`src/hw/rtl/buddy_pkg.sv`:
```
// Types, constants and helpers shared by the buddy allocator.
// Holds no logic that depends on anything else.
package buddy_pkg;

    localparam int REGION_BYTES    = 1024;
    localparam int MIN_BLOCK_BYTES = 32;
    localparam int MIN_SHIFT       = $clog2(MIN_BLOCK_BYTES);
    localparam int NSLOTS          = REGION_BYTES / MIN_BLOCK_BYTES;
    localparam int SLOT_W          = $clog2(NSLOTS);
    localparam int TOP_ORDER       = SLOT_W;
    localparam int ORDER_W         = 3;

    localparam logic KIND_ALLOC = 1'b0;
    localparam logic KIND_FREE  = 1'b1;

    typedef enum logic [1:0] {
        STATUS_OK       = 2'd0,
        STATUS_NO_FIT   = 2'd1,
        STATUS_BAD_SIZE = 2'd2,
        STATUS_BAD_FREE = 2'd3
    } status_t;

    typedef enum logic [2:0] {
        ST_IDLE,
        ST_SCAN,
        ST_SPLIT,
        ST_FCHK,
        ST_MERGE,
        ST_ERR
    } state_t;

    typedef struct packed {
        logic        kind;
        logic [15:0] req_size;
        logic [9:0]  free_offset;
    } alloc_req_t;

    typedef struct packed {
        status_t     status;
        logic [9:0]  block_offset;
        logic [10:0] block_bytes;
    } alloc_rsp_t;

    typedef struct packed {
        logic               is_start;
        logic [ORDER_W-1:0] order;
        logic               free;
    } slot_t;

    // Smallest order whose block holds the request; size assumed in range.
    function automatic logic [ORDER_W-1:0] size_order(input logic [15:0] size);
        logic [ORDER_W-1:0] k;
        logic               hit;
        k   = ORDER_W'(TOP_ORDER);
        hit = 1'b0;
        for (int i = 0; i <= TOP_ORDER; i++)
        begin
            if (!hit && (17'(size) <= (17'(MIN_BLOCK_BYTES) << i)))
            begin
                k   = ORDER_W'(i);
                hit = 1'b1;
            end
        end
        return k;
    endfunction

endpackage

```
`src/hw/rtl/buddy_allocator.sv`:
```
// Buddy allocator: allocate scans slots in address order one per cycle, then splits one
// level per cycle; free checks the slot, then merges one level per cycle. Depends on buddy_pkg.
// One request at a time; the next start is taken in the done cycle. done is never stalled.
// Reset leaves one free block covering the region.
module buddy_allocator
    import buddy_pkg::*;
(
    input  logic       clk,
    input  logic       rst_n,
    input  logic       start,
    input  alloc_req_t req,
    output logic       busy,
    output logic       done,
    output alloc_rsp_t rsp
);

    state_t             state_reg, state_next;
    logic [SLOT_W-1:0]  cur_reg, cur_next;
    logic [ORDER_W-1:0] ord_reg, ord_next;
    logic [ORDER_W-1:0] k_reg, k_next;
    status_t            err_reg, err_next;
    logic               done_reg, done_next;
    alloc_rsp_t         rsp_reg, rsp_next;

    slot_t              slot_reg [NSLOTS];
    logic               wr_en;
    logic [SLOT_W-1:0]  wr_idx;
    slot_t              wr_data;

    logic [SLOT_W-1:0]  buddy;
    logic [SLOT_W-1:0]  rd_idx;
    slot_t              rd_slot;
    logic               accept;

    assign accept  = start && !busy;
    assign buddy   = cur_reg ^ (SLOT_W'(1) << ord_reg);
    assign rd_idx  = (state_reg == ST_MERGE) ? buddy : cur_reg;
    assign rd_slot = slot_reg[rd_idx];

    always_ff @(posedge clk or negedge rst_n)
    begin
        if (!rst_n)
        begin
            state_reg <= ST_IDLE;
            done_reg  <= 1'b0;
        end
        else
        begin
            state_reg <= state_next;
            done_reg  <= done_next;
        end
    end

    always_ff @(posedge clk)
    begin
        cur_reg <= cur_next;
        ord_reg <= ord_next;
        k_reg   <= k_next;
        err_reg <= err_next;
        rsp_reg <= rsp_next;
    end

    always_ff @(posedge clk or negedge rst_n)
    begin
        if (!rst_n)
        begin
            slot_reg[0] <= '{is_start: 1'b1, order: ORDER_W'(TOP_ORDER), free: 1'b1};
            for (int i = 1; i < NSLOTS; i++)
            begin
                slot_reg[i] <= '0;
            end
        end
        else if (wr_en)
        begin
            slot_reg[wr_idx] <= wr_data;
        end
    end

    always_comb
    begin
        state_next = state_reg;
        cur_next   = cur_reg;
        ord_next   = ord_reg;
        k_next     = k_reg;
        err_next   = err_reg;
        done_next  = 1'b0;
        rsp_next   = rsp_reg;
        wr_en      = 1'b0;
        wr_idx     = cur_reg;
        wr_data    = '0;

        unique case (state_reg)
            ST_IDLE:
            begin
                if (accept)
                begin
                    if (req.kind == KIND_ALLOC)
                    begin
                        if (req.req_size == '0 ||
                            17'(req.req_size) > 17'(REGION_BYTES))
                        begin
                            err_next   = STATUS_BAD_SIZE;
                            state_next = ST_ERR;
                        end
                        else
                        begin
                            k_next     = size_order(req.req_size);
                            cur_next   = '0;
                            state_next = ST_SCAN;
                        end
                    end
                    else
                    begin
                        if (req.free_offset[MIN_SHIFT-1:0] != '0)
                        begin
                            err_next   = STATUS_BAD_FREE;
                            state_next = ST_ERR;
                        end
                        else
                        begin
                            cur_next   = req.free_offset[MIN_SHIFT +: SLOT_W];
                            state_next = ST_FCHK;
                        end
                    end
                end
            end

            ST_SCAN:
            begin
                if (rd_slot.is_start && rd_slot.free && rd_slot.order >= k_reg)
                begin
                    ord_next   = rd_slot.order;
                    state_next = ST_SPLIT;
                end
                else if (cur_reg == SLOT_W'(NSLOTS - 1))
                begin
                    rsp_next   = '{status: STATUS_NO_FIT, block_offset: '0, block_bytes: '0};
                    done_next  = 1'b1;
                    state_next = ST_IDLE;
                end
                else
                begin
                    cur_next = cur_reg + SLOT_W'(1);
                end
            end

            ST_SPLIT:
            begin
                wr_en = 1'b1;
                if (ord_reg > k_reg)
                begin
                    // keep the left half, hand the right half back as free
                    ord_next = ord_reg - ORDER_W'(1);
                    wr_idx   = cur_reg | (SLOT_W'(1) << ord_next);
                    wr_data  = '{is_start: 1'b1, order: ord_next, free: 1'b1};
                end
                else
                begin
                    wr_data    = '{is_start: 1'b1, order: k_reg, free: 1'b0};
                    rsp_next   = '{status: STATUS_OK,
                                   block_offset: 10'(cur_reg) << MIN_SHIFT,
                                   block_bytes: 11'(MIN_BLOCK_BYTES) << k_reg};
                    done_next  = 1'b1;
                    state_next = ST_IDLE;
                end
            end

            ST_FCHK:
            begin
                if (!rd_slot.is_start || rd_slot.free)
                begin
                    rsp_next   = '{status: STATUS_BAD_FREE, block_offset: '0, block_bytes: '0};
                    done_next  = 1'b1;
                    state_next = ST_IDLE;
                end
                else
                begin
                    ord_next   = rd_slot.order;
                    state_next = ST_MERGE;
                end
            end

            ST_MERGE:
            begin
                wr_en = 1'b1;
                if (ord_reg < ORDER_W'(TOP_ORDER) && rd_slot.is_start && rd_slot.free &&
                    rd_slot.order == ord_reg)
                begin
                    // drop the upper start; the lower one is written on exit
                    wr_idx   = (cur_reg > buddy) ? cur_reg : buddy;
                    wr_data  = '0;
                    cur_next = (cur_reg < buddy) ? cur_reg : buddy;
                    ord_next = ord_reg + ORDER_W'(1);
                end
                else
                begin
                    wr_data    = '{is_start: 1'b1, order: ord_reg, free: 1'b1};
                    rsp_next   = '{status: STATUS_OK,
                                   block_offset: 10'(cur_reg) << MIN_SHIFT,
                                   block_bytes: 11'(MIN_BLOCK_BYTES) << ord_reg};
                    done_next  = 1'b1;
                    state_next = ST_IDLE;
                end
            end

            ST_ERR:
            begin
                rsp_next   = '{status: err_reg, block_offset: '0, block_bytes: '0};
                done_next  = 1'b1;
                state_next = ST_IDLE;
            end

            default:
            begin
                state_next = ST_IDLE;
            end
        endcase
    end

    assign busy = (state_reg != ST_IDLE);
    assign done = done_reg;
    assign rsp  = rsp_reg;

    a_start_busy: assert property (@(posedge clk) disable iff (!rst_n)
        accept |=> busy)
        else $error("accepted transfer did not raise busy");

    a_done_single: assert property (@(posedge clk) disable iff (!rst_n)
        done |=> !done)
        else $error("result strobe held for more than one cycle");

    a_done_idle: assert property (@(posedge clk) disable iff (!rst_n)
        done |-> !busy)
        else $error("result issued while still busy");

    a_err_zero: assert property (@(posedge clk) disable iff (!rst_n)
        (done && rsp.status != STATUS_OK) |->
            (rsp.block_offset == '0 && rsp.block_bytes == '0))
        else $error("error result carries a block");

    a_aligned: assert property (@(posedge clk) disable iff (!rst_n)
        (done && rsp.status == STATUS_OK) |->
            ((rsp.block_offset & 10'(rsp.block_bytes - 11'd1)) == '0))
        else $error("block offset not aligned to its size");

    a_slot0: assert property (@(posedge clk) disable iff (!rst_n)
        slot_reg[0].is_start)
        else $error("slot zero lost its block start");

endmodule

```
`config.mk`:
```
export PLATFORM = sky130hd
export DESIGN_NAME = buddy_allocator
export DESIGN_NICKNAME = d
export VERILOG_FILES = /design/src/hw/rtl/buddy_pkg.sv /design/src/hw/rtl/buddy_allocator.sv
export SDC_FILE = /design/constraint.sdc
export NUM_CORES = 1
export LEC_CHECK = 0
export ABC_AREA = 1
export ABC_CLOCK_PERIOD_IN_PS = 4600
export BUFFER_PORTS_ARGS = -buffer_cell sky130_fd_sc_hd__buf_4
export CAP_MARGIN = 5
export CELL_PAD_IN_SITES_DETAIL_PLACEMENT = 0
export CELL_PAD_IN_SITES_GLOBAL_PLACEMENT = 1
export CORE_MARGIN = 1.5
export CORE_UTILIZATION = 35
export DETAILED_ROUTE_END_ITERATION = 8
export PLACE_DENSITY_LB_ADDON = 0.15
export REMOVE_ABC_BUFFERS = 1
export SLEW_MARGIN = 20
export SYNTH_ARGS = -nofsm -noshare
export SYNTH_HDL_FRONTEND = slang
export SYNTH_SLANG_ARGS = --single-unit
```
`constraint.sdc`:
```
create_clock -name clk -period 4.6 [get_ports clk]
set_clock_uncertainty 0.15 [all_clocks]
set_input_delay 0.46 -clock clk [delete_from_list [all_inputs] [get_ports clk]]
set_output_delay 0.46 -clock clk [all_outputs]
set_load 0.02 [all_outputs]
```
==> reports/metrics.yaml, run 1 <==
status:
  status: "finished with violations"
  violations: "hold timing"
finish:
  largest_reg_flops: 160
  antenna_cells: 0
  drive_gt1_frac: 0.1349
  final_area_um2: 12520
  syn_to_final_growth_pct: 16.91
  fin_nets: 1555
synthesis:
  synthMuxAreaShare: 0
  synth.distinct_cells: 44
  ys.flop_type: "dfrtp_1"
  synth_fa_ha_area_frac: 0.02103
  syn_area_per_cell_um2: 7.352
  synth_compound_area_frac: 0.03025
  synth-edff-count: 25
  synth-xor-area-share: 0.003271
  synth-seq-area-share: 0.4537
  syn_inst: 1457
  syn_area_um2: 10710
  ys_ff_latch: 189
  yosys_warnings: 0
  synth-simple-area-share: 0.4177
  synth_top_family_by_area: "simple AND/OR/NAND/NOR gates"
  async_flop_share: 0.8677
routing:
  drc: 0
  detail-route-antenna-nets: 0
  vias: 10088
  wire_per_inst_um: 19.44
  wirelength_mm: 37.13
  via_per_inst: 5.282
  dr.pass1.iters: 5
  drt_iter0_drc: 899
sta:
  holdWs_ns: -0.05925
  period_share: 0.9476
  relSlewSlack: 0.3135
  period_minus_slack_ns: 4.359
  slew_violations: 0
  final_hold_viol_count: 10
  worst_slew_pin_slew_ns: 1.030
  rsz0062_at_grt: "yes"
  tns_ns: 0
  max_freq_ghz: 0.2294
  finalSetupViolCount: 0
critical_path:
  crit_fanout: 20
  critPathArrivalTime_ns: 4.60
  worstSetupPathType: "flop to flop"
  r2r-end: "slot_reg[90]"
  cp-start-kind: "flop"
  critPathCaptureType: "flop"
  cp.required_ns: 4.84
  ff2ff_path_depth: 24
  reg2reg_slack_ns: 0.24
  reg2reg_from: "ord_reg[0]"
clock_network:
  cts.sinks: 189
  htreeDepth: 4
  cts_root_buffer: "clkbuf_16"
  path_clk_slew_ns: 0.07
  cts_tree: "built"
  clock_path_buffers: 2
  cts_made_buffers: 17
  clkLatencyLatePin_ns: 0.45
global_routing:
  antenna_found_initial: 0
  grt_pass1_vias: 9675
  grt_pass1_wl_mm: 56.64
  gr-total-overflow: 0
  grt_max_degree: 105
  grtUsageTotal: 0.2379
floorplan:
  die_h_um: 177.9
  die_area_um2: 31660
  core_um2: 29870
  start_util: 0.3585
  die-width_um: 177.9
  rows: 63
  ioPinCount: 55
power:
  swShare: 0.5008
  p_int_mw: 4.848
  clkPwrFrac: 0.153
  vdd_drop_max_uv: 413.4
  sequentialPowerShare: 0.263
  leakage_nw: 6.212
  comb_power_share: 0.584
  power_density_nw_per_um2: 775.5
  p_sw_mw: 4.864
  fin_total_pwr_mw: 9.712
min_path:
  hp-class: "input port to asynchronous set/reset pin"
job:
  maxCapViolations: 0
place:
  port_buffers: 44
  gp_congestion: 0.9272
  dp.final_hpwl_mm: 24.45
  placed_cell_area_um2: 11720
[how the worst max path moves through the flow]
stage / to / cells after the start / from / slack (ns)
after floorplan: slot_reg[137] / 23 / ord_reg[0] / -1.71
after global placement: ord_reg[0] / 21 / ord_reg[0] / -0.22
after detailed placement: ord_reg[0] / 21 / ord_reg[0] / -0.18
after CTS: ord_reg[0] / 25 / ord_reg[0] / 0.15
after global routing: slot_reg[151] / 27 / ord_reg[0] / -0.02
final: slot_reg[90] / 24 / ord_reg[0] / 0.24
[logic make-up (layout without fill, tap and decap cells)]
kind of cell | after synthesis | after routing
other cells | 1 | 10
xor+xnor | 4 | 4
fa+ha+maj | 18 | 18
compound gates | 54 | 54
buf+inv | 158 | 212
flops | 189 | 189
simple gates | 1033 | 1033
[power by group through the flow]
stage	Clock, mW	Combinational (mW)	Sequential, mW
after floorplan	0	2.94	2.58
after global placement	0	5.36	2.58
after detailed placement	0	5.36	2.58
after CTS	1.51	5.38	2.55
after global routing	1.59	6.15	2.61
final	1.48	5.68	2.55
[Yosys cell counts, drive strengths merged, types with 4 or more instances]
master  number  area (um2)
nand2      590        2232
nand3      331        1677
dfrtp      160        4004
buf         78       489.2
nor2        68       297.8
inv         62       232.7
o21ai       27       142.6
edfxtp      25       750.7
nand4       25       156.4
ha          18       225.2
clkbuf      17       63.81
a21oi       12       63.81
nor3        10       50.05
dfstp        4       105.1
o211ai       4       30.03
[placed cells by master (no fill, tap or decap), types with 15 or more instances in the layout]
cell / count
o21ai_0: 23
ha_1: 18
nor2_1: 55
nand3_1: 316
edfxtp_1: 25
clkbuf_16: 19
nand3_2: 15
dfrtp_1: 160
nand2_1: 583
buf_12: 15
nand4_1: 25
buf_4: 95
inv_1: 54
[timing repair]
item,in CTS,in global routing
gates resized for setup,2,25
setup endpoints to repair,152,165
buffers inserted,0,6
hold buffers,0,0
cloned,0,2
pin swaps,0,7
[per-layer routing]
| metal | wire [um] | GRT usage |
|---|---|---|
| met1 | 17180 | 0.3387 |
| met2 | 17490 | 0.3740 |
| met3 | 1877 | 0.03620 |
| met4 | 584 | 0.06478 |
| met5 | 0 | 0 |
[stage by stage]
step / setup WS (ns) / utilization / instances / hold slack [ns]
3_5_place_dp: -0.1814 / 0.3923 / 1870 / 0.3057
4_1_cts: 0.1460 / 0.4115 / 1902 / 0.04763
2_1_floorplan: -1.708 / - / 1371 / 0.01441
5_1_grt: -0.02331 / 0.4192 / 1910 / 0.03274
3_3_place_gp: -0.2166 / 0.3923 / 1870 / 0.3023
6_report: 0.2411 / 0.4192 / 1910 / -0.05925
[layout make-up]
type | count | area, um2
Sequential cell | 189 | 4860
Inverter | 63 | 237.7
Clock inverter | 12 | 111.4
Clock buffer | 20 | 456.7
Tap cell | 390 | 488.0
Multi-Input combinational cell | 1119 | 5248
Timing Repair Buffer | 117 | 1122
Fill cell | 3173 | 17350
[worst max-delay path: stages (launching register included)]
cell	delay, ns
edfxtp_1	0.40
buf_4	0.18
ha_1	0.21
ha_1	0.20
ha_1	0.33
inv_1	0.07
nor2_1	0.07
a21oi_2	0.28
buf_4	0.21
nand3_1	0.19
nand3_1	0.17
nand2_1	0.11
nand2_1	0.07
nand2_1	0.08
nor2_4	0.19
nand2_2	0.15
nand2_1	0.09
nand3_1	0.11
nand2_4	0.15
buf_4	0.19
inv_2	0.14
nor2_1	0.17
buf_6	0.21
nand3_1	0.08
nand2_1	0.09
No activity file was read; power rests on OpenSTA's default activity.
==> run 2: changes to the inputs <==
- CTS_BUF_LIST: default -> sky130_fd_sc_hd__clkbuf_16
==> run 2 against run 1 <==
Compared with the run above:
- the flow still finishes with violations (hold timing)
- maximum frequency increased by 0.38%
- global-route usage about the same
- routed wire length decreased by 0.34%
- critical path depth increased by 2
- worst setup slack improved by 0.016 ns
- cell count about the same
- power decreased by 0.41%
- critical path type unchanged
==> reports/metrics.yaml, run 2 (synthesized netlist as in run 1, its figures left out) <==
status:
  status: "finished with violations"
  violations: "hold timing"
critical_path:
  crit_fanout: 31
  critPathCaptureType: "flop"
  reg2reg_slack_ns: 0.26
  cp.required_ns: 4.84
  reg2reg_from: "ord_reg[0]"
  r2r-end: "slot_reg[153]"
  cp-start-kind: "flop"
  critPathArrivalTime_ns: 4.58
  ff2ff_path_depth: 26
  worstSetupPathType: "flop to flop"
global_routing:
  grt_pass1_wl_mm: 56.59
  grt.busiest_layer: "met2"
  use_met1: 0.3383
  gr-total-overflow: 0
  grtUsageTotal: 0.2375
  grt_max_degree: 105
  grt_pass1_vias: 9670
  grt_use_met2: 0.3740
  use_met3: 0.03620
  antenna_found_initial: 0
finish:
  n_fill_cell: 3177
  largest_reg_flops: 160
  fin_nets: 1556
  antenna_cells: 0
  finish.utilization: 0.4184
  final_common_cell: "nand2_1"
  final_cell_mix: "nand2_1, nand3_1, dfrtp_1, buf_4"
  syn_to_final_growth_pct: 16.70
  drive_gt1_frac: 0.1328
routing:
  drt_iter0_drc: 908
  dr.pass1.iters: 6
  drc: 0
  vias: 10115
  detail-route-antenna-nets: 0
  wirelength_mm: 37.00
  via_per_inst: 5.293
  wire_per_inst_um: 19.36
clock_network:
  cts_hold_buf: 0
  cts_root_buffer: "clkbuf_16"
  cts.sinks: 189
  clock_path_buffers: 2
  path_clk_slew_ns: 0.07
  cts_made_buffers: 17
  cts_tree: "built"
  htreeDepth: 4
  clkLatencyLatePin_ns: 0.45
power:
  leakage_nw: 6.209
  vdd_drop_max_uv: 421.9
  power_density_nw_per_um2: 773.7
sta:
  relSlewSlack: 0.3011
  slew_violations: 0
  final_hold_viol_count: 2
  holdWs_ns: -0.01607
  max_freq_ghz: 0.2303
  finalSetupViolCount: 0
  layout_setup_ws_ns: 0.2575
  period_minus_slack_ns: 4.342
  worst_slew_pin_slew_ns: 1.048
  period_share: 0.9440
place:
  gp_congestion: 0.9272
  dp_slack_ns: -0.1814
  port_buffers: 44
  dp.final_hpwl_mm: 24.45
floorplan:
  start_util: 0.3585
  die_area_um2: 31660
  ioPinCount: 55
  die-width_um: 177.9
  die_h_um: 177.9
  core_um2: 29870
  rows: 63
job:
  maxCapViolations: 0
min_path:
  hp-class: "input port to asynchronous set/reset pin"
## run 2: worst max-delay path, cell delays in order, from the launching register on
cell,delay [ns]
edfxtp_1,0.40
buf_4,0.18
ha_1,0.20
inv_1,0.05
nor2_1,0.04
ha_1,0.39
nand2_1,0.11
nand2_1,0.13
buf_12,0.20
nand3_1,0.12
nand3_1,0.10
nand3_1,0.20
nand3_1,0.16
nand2_1,0.10
nand2_1,0.07
nand2_1,0.08
nor2_4,0.21
nand2_2,0.15
nand2_1,0.10
nand3_1,0.07
nand2_1,0.19
inv_2,0.09
nor2_4,0.13
buf_12,0.20
buf_4,0.22
nand3_1,0.09
nand2_1,0.11
## run 2: through the flow
stage	total power [mW]	cells	cell area [um2]	TNS [ns]
finish	9.672	1911	12500	0
floorplan	5.521	1371	10190	-215.24
CTS	9.401	1902	12270	0
global route	10.30	1911	12500	-0.003218
detailed placement	7.934	1870	11720	-9.373
global placement	7.940	1870	11720	-8.035
## run 2: timing repair
action | CTS | global route
setup endpoints to repair | 153 | 164
pin swaps | 0 | 8
buffers inserted | 0 | 7
resized for setup | 2 | 23
gates cloned | 0 | 2
## run 2: worst max-delay path by stage
stage                    start             to  cells past startpoint
CTS                 ord_reg[0]     ord_reg[0]                     25
detailed placement  ord_reg[0]     ord_reg[0]                     21
global route        ord_reg[0]     ord_reg[2]                     25
floorplan           ord_reg[0]  slot_reg[137]                     23
global placement    ord_reg[0]     ord_reg[0]                     21
finish              ord_reg[0]  slot_reg[153]                     26
## run 2: area by class of cell
cell class / instances / area, um2 / share of cell area
Sequential cell: 189 / 4860 / 0.3888
Multi-Input combinational cell: 1119 / 5238 / 0.4190
Clock buffer: 17 / 425.4 / 0.03403
Clock inverter: 15 / 122.6 / 0.009809
Timing Repair Buffer: 118 / 1130 / 0.09038
Tap cell: 390 / 488.0 / 0.03904
Inverter: 63 / 237.7 / 0.01902
## run 2: routing by layer
metal	wire length (um)	up-vias
li1	-	4874
met2	17470	280
met3	1794	32
met1	17180	4929
met5	0	-
met4	559	0
## run 2: power by group
part | total (mW) | leakage, nW | switching (mW) | internal (mW)
registers | 2.55 | 2.50 | 0.304 | 2.25
clock network | 1.44 | 0.274 | 0.699 | 0.744
logic | 5.67 | 3.43 | 3.85 | 1.82
==> run 3: changes to the inputs <==
- ABC_AREA: 1 -> default
- CTS_BUF_LIST: sky130_fd_sc_hd__clkbuf_16 -> default
==> run 3 against run 2 <==
Compared with the run above:
- the run ends with hold timing, setup timing left
- via count fell by 14%
- register-to-register slack got worse by 0.51 ns
- first-iteration DRC count fell by 54%
- global-route usage decreased by 1.0 points
- critical path type unchanged
- largest cell class unchanged
==> reports/metrics.yaml, run 3 <==
synthesis:
  synth-edff-count: 25
  synthTopCellsByCount: "dfrtp_1, mux2_2, nand2_1, nor2_1, mux2i_1"
  synth.largest_area_cell: "dfrtp_1"
  async_flop_share: 0.8677
  synth-seq-area-share: 0.4371
  synth_most_common_cell: "dfrtp_1"
  synth.distinct_cells: 80
  syn_area_per_cell_um2: 11.53
  syn_area_um2: 11120
  synth.top_cell.area_share: 0.3601
  ys.flop_type: "dfrtp_1"
  ys_ff_latch: 189
  synth_area_leaders: "dfrtp_1, mux2_2, edfxtp_1, mux4_2, mux2i_1"
  yosys_warnings: 0
  syn_inst: 964
status:
  status: "finished with violations"
  violations: "hold timing, setup timing"
floorplan:
  die-width_um: 181.2
  rows: 65
  ioPinCount: 55
  core_um2: 31390
  die_h_um: 181.2
  die_area_um2: 32840
  start_util: 0.3542
global_routing:
  grt_pass1_wl_mm: 55.68
  antenna_found_initial: 0
  grtUsageTotal: 0.2271
  grt_pass1_vias: 9018
  gr-total-overflow: 0
  grt_max_degree: 96
min_path:
  hp-class: "input port to asynchronous set/reset pin"
critical_path:
  ff2ff_path_depth: 18
  critPathTopFamily: "simple AND/OR/NAND/NOR gates"
  worst_path_max_delay_cell: "mux4_2"
  path_buf_inv: 4
  worstSetupPathType: "flop to flop"
  crit_fanout: 6
  cp.required_ns: 4.78
  slowest_delay_ns: 0.49
  cp_num_cells: 18
  critPathCaptureType: "flop"
  crit_chain: "buf_6 -> ha_4 -> nor2b_4 -> ha_4 -> buf_6 -> mux4_2 -> or4_1 -> o311ai_2 -> o22ai_2 -> nand2b_1 -> a222oi_1 -> buf_4 -> and4_4 -> mux2i_1 -> buf_4 -> or2_4 -> or3_4 -> mux2_4"
  cp-start-kind: "flop"
  critPathArrivalTime_ns: 5.03
finish:
  n_fill_cell: 2912
  syn_to_final_growth_pct: 34.93
  fin_cells: 1576
  largest_reg_flops: 160
  final_cell_mix: "buf_4, dfrtp_1, mux2_2, nand2_1, buf_6"
  antenna_cells: 0
  seqCellArea_um2: 4860
  finish.utilization: 0.4779
  final_common_cell: "buf_4"
  drive_gt1_frac: 0.5145
  fin_nets: 1209
  multi_input_area_um2: 6787
  final_area_um2: 15000
clock_network:
  path_clk_slew_ns: 0.08
  cts_made_buffers: 17
  clkLatencyLatePin_ns: 0.45
  cts_root_buffer: "clkbuf_16"
  clock_path_buffers: 2
  cts.sinks: 189
  htreeDepth: 4
  cts_tree: "built"
routing:
  drc: 0
  vias: 8693
  via_per_inst: 5.516
  drt_iter0_drc: 421
  wire_per_inst_um: 23.09
  dr.pass1.iters: 5
  detail-route-antenna-nets: 0
  wirelength_mm: 36.40
sta:
  final_hold_viol_count: 26
  period_minus_slack_ns: 4.854
  slew_violations: 0
  layout_setup_ws_ns: -0.2543
  max_freq_ghz: 0.2060
  worst_slew_pin_slew_ns: 0.9231
  holdWs_ns: -0.04503
  finalSetupViolCount: 160
  tns_ns: -26.75
  relSlewSlack: 0.3846
  rsz0062_at_grt: "yes"
  period_share: 1.055
job:
  maxCapViolations: 0
power:
  fin_total_pwr_mw: 8.471
  vdd_drop_max_uv: 353.5
  leakage_nw: 6.802
  power_density_nw_per_um2: 564.7
place:
  dp.cells: 1529
  gp_congestion: 0.8668
  dp_slack_ns: -0.7499
  dp.final_hpwl_mm: 26.13
  placed_cell_area_um2: 13210
  port_buffers: 44
==> run 3: report_power, final <==
part	switching (mW)	internal (mW)	total, mW
Combinational	2.60	2.32	4.91
Clock	0.755	0.725	1.48
Sequential	0.135	1.94	2.08
==> run 3: worst register-to-register path, delay by kind of cell, from the launching register on <==
family / cells / cell delay [ns]
mux: 3 / 0.88
simple gates: 6 / 1.61
flops: 1 / 0.43
compound gates: 3 / 0.60
fa+ha+maj: 2 / 0.41
buf+inv: 4 / 0.65
==> run 3: logic make-up after synthesis <==
group           count (synthesis)  share of synthesized area
buf+inv                        86                    0.03646
other cells                     1                  0.0003373
xor+xnor                       14                    0.01170
flops                         189                     0.4371
compound gates                141                    0.08665
simple gates                  251                     0.1115
fa+ha+maj                      18                    0.02026
mux                           264                     0.2960
==> run 3: worst paths after layout <==
check	start	end	slack (ns)
min in group clk	req[26]	err_reg[0]	0.09
max in group asynchronous	rst_n	slot_reg[46]	3.38
setup / recovery	ord_reg[0]	slot_reg[70]	-0.25
hold / removal	rst_n	slot_reg[121]	-0.05
hold reg to reg	slot_reg[97]	slot_reg[97]	0.35
setup reg to reg	ord_reg[0]	slot_reg[70]	-0.25
==> run 3: final cells by class <==
cell class	count	area share
Sequential cell	189	0.3239
Clock buffer	17	0.02836
Timing Repair Buffer	242	0.1485
Tap cell	402	0.03353
Multi-Input combinational cell	698	0.4524
Inverter	13	0.003336
Clock inverter	15	0.01001
==> run 3: repair_timing <==
item | CTS | global route
cloned | 1 | 0
gates resized for setup | 142 | 100
pin swaps | 34 | 19
setup buffers | 14 | 7
setup endpoints to repair | 184 | 183
hold buffers | 0 | 0
==> run 3: metal layers <==
| metal | track usage | share of wire | vias up |
|---|---|---|---|
| met5 | 0 | 0 | - |
| met1 | 0.3027 | 0.46 | 4447 |
| met2 | 0.3672 | 0.47 | 216 |
| met4 | 0.08800 | 0.035 | 0 |
| met3 | 0.04072 | 0.041 | 56 |
| li1 | - | - | 3974 |
